[config.mk]
export PLATFORM = sky130hd
export DESIGN_NAME = positional_list_store
export DESIGN_NICKNAME = d
export VERILOG_FILES = /design/src/hw/rtl/pls_pkg.sv /design/src/hw/rtl/pls_store.sv /design/src/hw/rtl/positional_list_store.sv
export VERILOG_INCLUDE_DIRS = /design/src /design/src/hw/rtl
export SDC_FILE = /design/constraint.sdc
export NUM_CORES = 2
export LEC_CHECK = 0
export ABC_CLOCK_PERIOD_IN_PS = 6100
export CELL_PAD_IN_SITES_DETAIL_PLACEMENT = 0
export CELL_PAD_IN_SITES_GLOBAL_PLACEMENT = 1
export CORE_ASPECT_RATIO = 1.4
export CORE_MARGIN = 8
export CORE_UTILIZATION = 50
export DETAILED_ROUTE_END_ITERATION = 6
export DONT_BUFFER_PORTS = 1
export PLACE_DENSITY = 0.71
export SLEW_MARGIN = 30
export SYNTH_ARGS = -nofsm -noshare
export SYNTH_HDL_FRONTEND = slang
export SYNTH_HIERARCHICAL = 1
export SYNTH_SLANG_ARGS = --single-unit
export TNS_END_PERCENT = 5
[constraint.sdc]
create_clock -name clock -period 6.1 [get_ports clock]
set_clock_uncertainty 0.2 [all_clocks]
set_input_delay 1.22 -clock clock [delete_from_list [all_inputs] [get_ports clock]]
set_output_delay 1.22 -clock clock [all_outputs]
set_load 0.01 [all_outputs]
[src/hw/rtl/positional_list_store_assert.svh]
// assertion helpers for the list store rtl
`ifndef POSITIONAL_LIST_STORE_ASSERT_SVH
`define POSITIONAL_LIST_STORE_ASSERT_SVH

// same-cycle implication, checked out of reset
`define PLS_ASSERT_IMPLY(label, ante, cons, msg) \
   label: assert property (@(posedge clock) disable iff (reset) (ante) |-> (cons)) \
      else $error(msg);

// next-cycle implication, checked out of reset
`define PLS_ASSERT_NEXT(label, ante, cons, msg) \
   label: assert property (@(posedge clock) disable iff (reset) (ante) |=> (cons)) \
      else $error(msg);

`endif

[src/hw/rtl/pls_pkg.sv]
`default_nettype none

package pls_pkg;

   localparam int OP_W   = 3;
   localparam int POS_W  = 7;
   localparam int DATA_W = 64;
   localparam int STAT_W = 2;

   localparam logic [OP_W-1:0] OP_INSERT = 3'd0;
   localparam logic [OP_W-1:0] OP_DELETE = 3'd1;
   localparam logic [OP_W-1:0] OP_SEARCH = 3'd2;
   localparam logic [OP_W-1:0] OP_READ   = 3'd3;
   localparam logic [OP_W-1:0] OP_WRITE  = 3'd4;
   localparam logic [OP_W-1:0] OP_CURSOR = 3'd5;

   localparam logic [STAT_W-1:0] STAT_OK    = 2'd0;
   localparam logic [STAT_W-1:0] STAT_RANGE = 2'd1;
   localparam logic [STAT_W-1:0] STAT_FULL  = 2'd2;

   typedef enum logic [3:0] {
      S_IDLE,
      S_SHIFT_UP,
      S_SHIFT_DOWN,
      S_DRAIN,
      S_PLACE,
      S_SCAN,
      S_FETCH,
      S_LOAD,
      S_REPLY
   } state_type;

   // write port control for the element store
   typedef struct packed {
      logic we;
      logic from_rd;
   } store_ctrl_type;

endpackage

`default_nettype wire

[src/hw/rtl/pls_store.sv]
`default_nettype none

module pls_store #(
   parameter int DEPTH = 64,
   parameter int AW    = 6
) (
   input  wire logic                       clock,
   input  wire pls_pkg::store_ctrl_type    ctrl,
   input  wire logic [AW-1:0]              wr_addr,
   input  wire logic [pls_pkg::DATA_W-1:0] wr_value,
   input  wire logic [AW-1:0]              rd_addr,
   output logic [pls_pkg::DATA_W-1:0]      rd_data
);

   logic [pls_pkg::DATA_W-1:0] store_ff [DEPTH];
   logic [pls_pkg::DATA_W-1:0] rd_data_ff;
   logic [pls_pkg::DATA_W-1:0] wr_data_in;

   // a shift step writes back the word read in the previous cycle
   assign wr_data_in = ctrl.from_rd ? rd_data_ff : wr_value;

   always_ff @(posedge clock) begin
      if (ctrl.we) begin
         store_ff[wr_addr] <= wr_data_in;
      end
      rd_data_ff <= store_ff[rd_addr];
   end

   assign rd_data = rd_data_ff;

endmodule

`default_nettype wire

[src/hw/rtl/positional_list_store.sv]
// positional_list_store: bounded ordered list of 64-bit words in a compacted
// single-port-write, single-port-read memory, with an element count and a cursor.
// usage: drive req_operation, req_position and req_value with start high; the
// request is taken on a clock edge where busy is low. busy then stays high until
// the result has been shown. one result per request: rsp_valid is high for exactly
// one cycle with all rsp_ fields; the receiver cannot stall, so it must take it.
// steps from the accepting edge to the strobe, one memory word per cycle:
//   insert: shift up the entries from the position on, drain, place, reply,
//           or only place and reply when the word goes at the tail
//   delete: shift down the later entries, drain, reply, or only reply at the tail
//   search: scan up to a hit or the last entry, then reply; only reply when empty
//   read: fetch, load, reply; write: place, reply; cursor, rejected, unused: reply
// the next request is taken in the cycle after the strobe. the single memory
// read and write port and the one 64-bit equality compare set the pace of the
// shifts and the scan.
// reset clears the count and the cursor; the memory is not cleared and only
// entries below the count are ever used.
`default_nettype none
`include "positional_list_store_assert.svh"

module positional_list_store #(
   parameter int CAPACITY = 64
) (
   input  wire logic                        clock,
   input  wire logic                        reset,
   input  wire logic                        start,
   output logic                             busy,
   input  wire logic [pls_pkg::OP_W-1:0]    req_operation,
   input  wire logic [pls_pkg::POS_W-1:0]   req_position,
   input  wire logic [pls_pkg::DATA_W-1:0]  req_value,
   output logic                             rsp_valid,
   output logic [pls_pkg::STAT_W-1:0]       rsp_status,
   output logic [pls_pkg::POS_W-1:0]        rsp_found_position,
   output logic [pls_pkg::DATA_W-1:0]       rsp_read_data,
   output logic [pls_pkg::POS_W-1:0]        rsp_element_count,
   output logic                             rsp_empty_flag,
   output logic [pls_pkg::POS_W-1:0]        rsp_cursor_position,
   output logic [pls_pkg::POS_W-1:0]        rsp_next_position
);

   localparam int AW = (CAPACITY > 1) ? $clog2(CAPACITY) : 1;
   localparam int CW = $clog2(CAPACITY + 1);
   localparam int XW = (CW > pls_pkg::POS_W) ? CW : pls_pkg::POS_W;

   pls_pkg::state_type state_ff, state_in;

   logic [CW-1:0]                 count_ff, count_in;
   logic [pls_pkg::POS_W-1:0]     cursor_ff, cursor_in;
   logic [pls_pkg::OP_W-1:0]      op_ff, op_in;
   logic [pls_pkg::DATA_W-1:0]    val_ff, val_in;
   logic [AW-1:0]                 ptr_ff, ptr_in;
   logic [AW-1:0]                 last_ff, last_in;
   logic [AW-1:0]                 place_ff, place_in;
   logic                          pend_ff, pend_in;
   logic [AW-1:0]                 wa_ff, wa_in;
   logic                          cmp_vld_ff, cmp_vld_in;
   logic [AW-1:0]                 cmp_idx_ff, cmp_idx_in;
   logic [pls_pkg::STAT_W-1:0]    status_ff, status_in;
   logic [pls_pkg::POS_W-1:0]     found_ff, found_in;
   logic [pls_pkg::DATA_W-1:0]    rdata_ff, rdata_in;

   logic [XW-1:0]                 p_x, n_x, c_x;
   logic                          accept;
   logic                          hit;
   logic [pls_pkg::DATA_W-1:0]    rd_data;
   logic [AW-1:0]                 wr_addr;
   pls_pkg::store_ctrl_type       store_ctrl;

   assign p_x    = XW'(req_position);
   assign n_x    = XW'(count_ff);
   assign c_x    = XW'(cursor_ff);
   assign accept = start && !busy;

   // single equality compare, used by the scan, against the word read last cycle
   assign hit = (rd_data == val_ff);

   pls_store #(
      .DEPTH (CAPACITY),
      .AW    (AW)
   ) u_store (
      .clock    (clock),
      .ctrl     (store_ctrl),
      .wr_addr  (wr_addr),
      .wr_value (val_ff),
      .rd_addr  (ptr_ff),
      .rd_data  (rd_data)
   );

   always_comb begin
      state_in   = state_ff;
      count_in   = count_ff;
      cursor_in  = cursor_ff;
      op_in      = op_ff;
      val_in     = val_ff;
      ptr_in     = ptr_ff;
      last_in    = last_ff;
      place_in   = place_ff;
      pend_in    = 1'b0;
      wa_in      = wa_ff;
      cmp_vld_in = 1'b0;
      cmp_idx_in = cmp_idx_ff;
      status_in  = status_ff;
      found_in   = found_ff;
      rdata_in   = rdata_ff;

      store_ctrl.we      = pend_ff || (state_ff == pls_pkg::S_PLACE);
      store_ctrl.from_rd = pend_ff;
      wr_addr            = pend_ff ? wa_ff : place_ff;

      unique case (state_ff)
         pls_pkg::S_IDLE: begin
            if (accept) begin
               op_in     = req_operation;
               val_in    = req_value;
               status_in = pls_pkg::STAT_OK;
               found_in  = '0;
               rdata_in  = '0;
               state_in  = pls_pkg::S_REPLY;
               unique case (req_operation)
                  pls_pkg::OP_INSERT: begin
                     if (p_x > n_x) begin
                        status_in = pls_pkg::STAT_RANGE;
                     end else if (count_ff == CW'(CAPACITY)) begin
                        status_in = pls_pkg::STAT_FULL;
                     end else begin
                        count_in = count_ff + CW'(1);
                        place_in = AW'(p_x);
                        if (p_x == n_x) begin
                           state_in = pls_pkg::S_PLACE;
                        end else begin
                           ptr_in   = AW'(count_ff - CW'(1));
                           last_in  = AW'(p_x);
                           state_in = pls_pkg::S_SHIFT_UP;
                        end
                     end
                  end
                  pls_pkg::OP_DELETE: begin
                     if (p_x == '0 || p_x > n_x) begin
                        status_in = pls_pkg::STAT_RANGE;
                     end else begin
                        count_in = count_ff - CW'(1);
                        if (p_x != n_x) begin
                           ptr_in   = AW'(p_x);
                           last_in  = AW'(count_ff - CW'(1));
                           state_in = pls_pkg::S_SHIFT_DOWN;
                        end
                     end
                  end
                  pls_pkg::OP_SEARCH: begin
                     if (count_ff != '0) begin
                        ptr_in   = '0;
                        last_in  = AW'(count_ff - CW'(1));
                        state_in = pls_pkg::S_SCAN;
                     end
                  end
                  pls_pkg::OP_READ: begin
                     if (p_x == '0 || p_x > n_x) begin
                        status_in = pls_pkg::STAT_RANGE;
                     end else begin
                        ptr_in   = AW'(p_x - XW'(1));
                        state_in = pls_pkg::S_FETCH;
                     end
                  end
                  pls_pkg::OP_WRITE: begin
                     if (p_x == '0 || p_x > n_x) begin
                        status_in = pls_pkg::STAT_RANGE;
                     end else begin
                        place_in = AW'(p_x - XW'(1));
                        state_in = pls_pkg::S_PLACE;
                     end
                  end
                  pls_pkg::OP_CURSOR: begin
                     if (p_x > n_x) begin
                        status_in = pls_pkg::STAT_RANGE;
                     end else begin
                        cursor_in = req_position;
                     end
                  end
                  default: begin
                  end
               endcase
            end
         end
         pls_pkg::S_SHIFT_UP: begin
            // word read at ptr lands at ptr + 1 next cycle
            pend_in = 1'b1;
            wa_in   = ptr_ff + AW'(1);
            if (ptr_ff == last_ff) begin
               state_in = pls_pkg::S_DRAIN;
            end else begin
               ptr_in = ptr_ff - AW'(1);
            end
         end
         pls_pkg::S_SHIFT_DOWN: begin
            pend_in = 1'b1;
            wa_in   = ptr_ff - AW'(1);
            if (ptr_ff == last_ff) begin
               state_in = pls_pkg::S_DRAIN;
            end else begin
               ptr_in = ptr_ff + AW'(1);
            end
         end
         pls_pkg::S_DRAIN: begin
            state_in = (op_ff == pls_pkg::OP_INSERT) ? pls_pkg::S_PLACE : pls_pkg::S_REPLY;
         end
         pls_pkg::S_PLACE: begin
            state_in = pls_pkg::S_REPLY;
         end
         pls_pkg::S_SCAN: begin
            // reads run one ahead of the compare
            ptr_in     = ptr_ff + AW'(1);
            cmp_vld_in = 1'b1;
            cmp_idx_in = ptr_ff;
            if (cmp_vld_ff && hit) begin
               found_in   = pls_pkg::POS_W'(CW'(cmp_idx_ff) + CW'(1));
               cmp_vld_in = 1'b0;
               state_in   = pls_pkg::S_REPLY;
            end else if (cmp_vld_ff && cmp_idx_ff == last_ff) begin
               cmp_vld_in = 1'b0;
               state_in   = pls_pkg::S_REPLY;
            end
         end
         pls_pkg::S_FETCH: begin
            state_in = pls_pkg::S_LOAD;
         end
         pls_pkg::S_LOAD: begin
            rdata_in = rd_data;
            state_in = pls_pkg::S_REPLY;
         end
         pls_pkg::S_REPLY: begin
            state_in = pls_pkg::S_IDLE;
         end
         default: begin
            state_in = pls_pkg::S_IDLE;
         end
      endcase
   end

   always_ff @(posedge clock) begin
      if (reset) begin
         state_ff   <= pls_pkg::S_IDLE;
         count_ff   <= '0;
         cursor_ff  <= '0;
         pend_ff    <= 1'b0;
         cmp_vld_ff <= 1'b0;
      end else begin
         state_ff   <= state_in;
         count_ff   <= count_in;
         cursor_ff  <= cursor_in;
         pend_ff    <= pend_in;
         cmp_vld_ff <= cmp_vld_in;
      end
   end

   always_ff @(posedge clock) begin
      op_ff      <= op_in;
      val_ff     <= val_in;
      ptr_ff     <= ptr_in;
      last_ff    <= last_in;
      place_ff   <= place_in;
      wa_ff      <= wa_in;
      cmp_idx_ff <= cmp_idx_in;
      status_ff  <= status_in;
      found_ff   <= found_in;
      rdata_ff   <= rdata_in;
   end

   assign busy                = (state_ff != pls_pkg::S_IDLE);
   assign rsp_valid           = (state_ff == pls_pkg::S_REPLY);
   assign rsp_status          = status_ff;
   assign rsp_found_position  = found_ff;
   assign rsp_read_data       = rdata_ff;
   assign rsp_element_count   = pls_pkg::POS_W'(count_ff);
   assign rsp_empty_flag      = (count_ff == '0);
   assign rsp_cursor_position = cursor_ff;
   assign rsp_next_position   = (c_x >= n_x) ? '0 : pls_pkg::POS_W'(c_x + XW'(1));

   `PLS_ASSERT_NEXT(a_accept_busy, start && !busy, busy, "accepted word did not raise busy")
   `PLS_ASSERT_NEXT(a_strobe_release, rsp_valid, !busy && !rsp_valid, "result strobe not single")
   `PLS_ASSERT_NEXT(a_insert_count,
      accept && req_operation == pls_pkg::OP_INSERT && p_x <= n_x && count_ff != CW'(CAPACITY),
      count_ff == $past(count_ff) + CW'(1), "insert did not grow the count")
   `PLS_ASSERT_IMPLY(a_found_bound, rsp_valid && rsp_found_position != '0,
      XW'(rsp_found_position) <= n_x, "search hit beyond the count")
   `PLS_ASSERT_IMPLY(a_write_idle, store_ctrl.we, busy, "memory written while idle")

endmodule

`default_nettype wire
==> results.sh <==
export IMPL_synth_top_cell_by_area="edfxtp_1"
export IMPL_rrSetupSlack_ps=1630
export IMPL_synthFlopType="edfxtp_1"
export IMPL_antenna_found_initial=48
export IMPL_drive_above_1_share_pct=26.1
export IMPL_rr_startpoint="u_store/rd_data[19]"
export IMPL_cts_htree_levels=5
export IMPL_crit_top_cell="a21oi_1"
export IMPL_port_buffers=0
export IMPL_start_kind="register"
export IMPL_yosysSeqAreaShare_pct=78.4
export IMPL_stdcell_count=12400
export IMPL_status="finished, final reports clean"
export IMPL_final_setup_tns_ps=0
export IMPL_power_leakage_nw=57.7
export IMPL_cts_resized=0
export IMPL_cts_tree="built"
export IMPL_synthCells=7343
export IMPL_crit_cells=8
export IMPL_grt_pass1_vias=82800
export IMPL_syn_nets=7442
export IMPL_nets=7705
export IMPL_maxCapViolations=0
export IMPL_dr_pass1_iters=6
export IMPL_remaining_drc_errors=0
export IMPL_avgSynthCellArea_um2=22.6
export IMPL_ctsHoldBuffers=0
export IMPL_vias=82600
export IMPL_rr_endpoint="rsp_found_position[3]"
export IMPL_synth_edff_count=4266
export IMPL_area_delta_synth_final_pct=12.6
export IMPL_ys_types=69
export IMPL_gp_congestion=0.876
export IMPL_rsz0062_at_grt="false"
export IMPL_setup_worst_path_end_class="primary output"
export IMPL_timing_slew_headroom_pct=25.6
export IMPL_core_area_um2=330000
export IMPL_wl_per_cell_um=39.2
export IMPL_initial_core_util_pct=50.1
export IMPL_grt_max_degree=128
export IMPL_row_count=250
export IMPL_hold_violations=0
export IMPL_crit_buf_inv=0
export IMPL_mostFrequentLayoutCells="edfxtp_1, mux4_2, clkbuf_16"
export IMPL_cp_required_ps=4680
export IMPL_root_buffer="clkbuf_16"
export IMPL_yosys_warnings=6
export IMPL_synthTopCellsByArea="edfxtp_1, mux4_2, a22oi_1"
export IMPL_period_minus_slack_ps=4700
export IMPL_dp_hpwl_um=273000
export IMPL_cts_made_buffers=397
export IMPL_cp_arrival_ps=3280
export IMPL_clock_sinks=4350
export IMPL_path_cells="ha_1, nand2b_1, a21o_1, a21oi_1, nor2b_1, o21ai_0, a21oi_1, nor3_1"
export IMPL_worstMarginPinSlew_ps=1110
export IMPL_die_w_um=502
export IMPL_async_flop_share_pct=0
export IMPL_dieArea_um2=350000
export IMPL_clkTransAtPathRegs_ps=70
export IMPL_crit_start="rsp_element_count[0]"
export IMPL_crit_end="rsp_next_position[5]"
export IMPL_insertion_delay_ps=950
export IMPL_setup_viol_count_final=0
export IMPL_max_stage_delay_ps=630
export IMPL_report_final_slew_viol_count=0
export IMPL_ys_ff_latch=4350
export IMPL_grt_first_pass_wirelength_um=665000
export IMPL_period_share_pct=77.0
export IMPL_syn_area_um2=166000
export IMPL_io_pins=174
export IMPL_netlist_area_leader_share_pct=77.3
export IMPL_max_freq_mhz=213
export IMPL_antenna_left=0
export IMPL_track_usage_pct=27.1
export IMPL_globalRouteOverflowTotal=0
export IMPL_post_cts_buffers=0
export IMPL_hold_ws_ps=148
export IMPL_fill_cells=23900
export IMPL_viasPerCell=6.68
export IMPL_cpMaxStageDelayCell="dfxtp_1"
export IMPL_p_total_mw=78.2
export IMPL_mostFrequentLayoutCell="edfxtp_1"
export IMPL_cellPowerDensity_nw_per_um2=419
export IMPL_cts_buffer_depth=4
export IMPL_first_iter_violations=11900
export IMPL_peakVddDrop_v=0.000327
export IMPL_crit_family="compound AO/OA/AOI/OAI gates"
export IMPL_wl_um=484000
export IMPL_crit_fanout=9
export IMPL_r2r_cells=6
export IMPL_hold_class="input port to register"
export IMPL_worstSetupPathType="register to primary output"
export IMPL_die_height_um=697
export IMPL_dp_cells=11600
[report_power, final]
part | switching [mW] | internal (mW) | leakage (nW)
Clock | 10.9 | 14.2 | 6.34
Combinational | 10.5 | 5.41 | 12.2
Sequential | 1.00 | 36.2 | 39.2
Total | 22.4 | 55.8 | 57.7
[cell usage after synthesis (43+ instances only)]
master,instances
edfxtp_1,4266
xnor2_1,77
mux4_2,1024
buf_2,95
clkbuf_1,215
nor2_1,128
o22ai_1,139
and3_1,48
buf_4,48
nand3_1,127
a211oi_1,50
mux2_2,72
o221ai_1,74
mux2i_1,87
nand2_1,44
a22oi_1,258
dfxtp_1,84
buf_1,43
and2_1,60
[cell type report]
class                           instances  area (µm²)  area share [%]
Antenna cell                           18        45.0          0.0242
Clock buffer                          515       10800            5.80
Clock inverter                        216        2160            1.16
Inverter                               32         123          0.0658
Multi-Input combinational cell       2541       34600            18.5
Sequential cell                      4350      130000            69.6
Tap cell                             4410        5520            2.96
Timing Repair Buffer                  284        3430            1.84
[metal layers]
metal  global-route usage [%]  vias up  wire (µm)  share of wire, %
met4                     10.1       38      21100               4.4
li1                         -    31900          -                 -
met3                     6.42      937      52200                11
met2                     44.9     5092     239000                49
met1                     35.2    44700     172000                35
met5                        0        -        252             0.052
[state kept, by name, summed over array words and instances (netlist names)]
signal and count:
u_store/rd_data 64, rsp_found_position 7, last_ff 6, cmp_idx_ff 6
val_ff 64, rsp_read_data 64, op_ff 3, rsp_cursor_position 7
cmp_vld_ff 1, u_store/store_ff 4096, place_ff 6, wa_ff 6
state_ff 4, rsp_element_count 7, pend_ff 1, ptr_ff 6
rsp_status 2
[worst min path at each step]
stage                        startpoint                 to  slack, ps  cells after the start
CTS                               reset            pend_ff         70                      1
global placement    u_store/rd_data[37]  rsp_read_data[37]        390                      2
global route                      reset            pend_ff        120                      1
detailed placement  u_store/rd_data[20]  rsp_read_data[20]        400                      1
finish                            reset            pend_ff        150                      1
floorplan                     ptr_ff[0]      cmp_idx_ff[0]        280                      0
[metrics by stage]
| step | util, % | setup WS [ps] | cell area [µm²] |
|---|---|---|---|
| global placement | 52.3 | 1820 | 173000 |
| floorplan | - | -282 | 166000 |
| global route | 56.4 | 1170 | 186000 |
| finish | 56.4 | 1400 | 186000 |
| CTS | 56.4 | 1280 | 186000 |
| detailed placement | 52.5 | 1850 | 173000 |
[cells by family (layout without fill, tap and decap cells)]
group / after synthesis / in the layout / synth area share (%)
XOR/XNOR: 104 / 104 / 0.550
adder cells (fa/ha/maj): 22 / 22 / 0.166
multiplexers: 1183 / 1183 / 14.9
buffers and inverters: 452 / 1047 / 1.29
AND/OR/NAND/NOR: 561 / 561 / 1.80
AO/OA/AOI/OAI: 671 / 671 / 2.89
flip-flops: 4350 / 4350 / 78.4
other: 0 / 18 / 0
(Power assumes the default switching activity.)
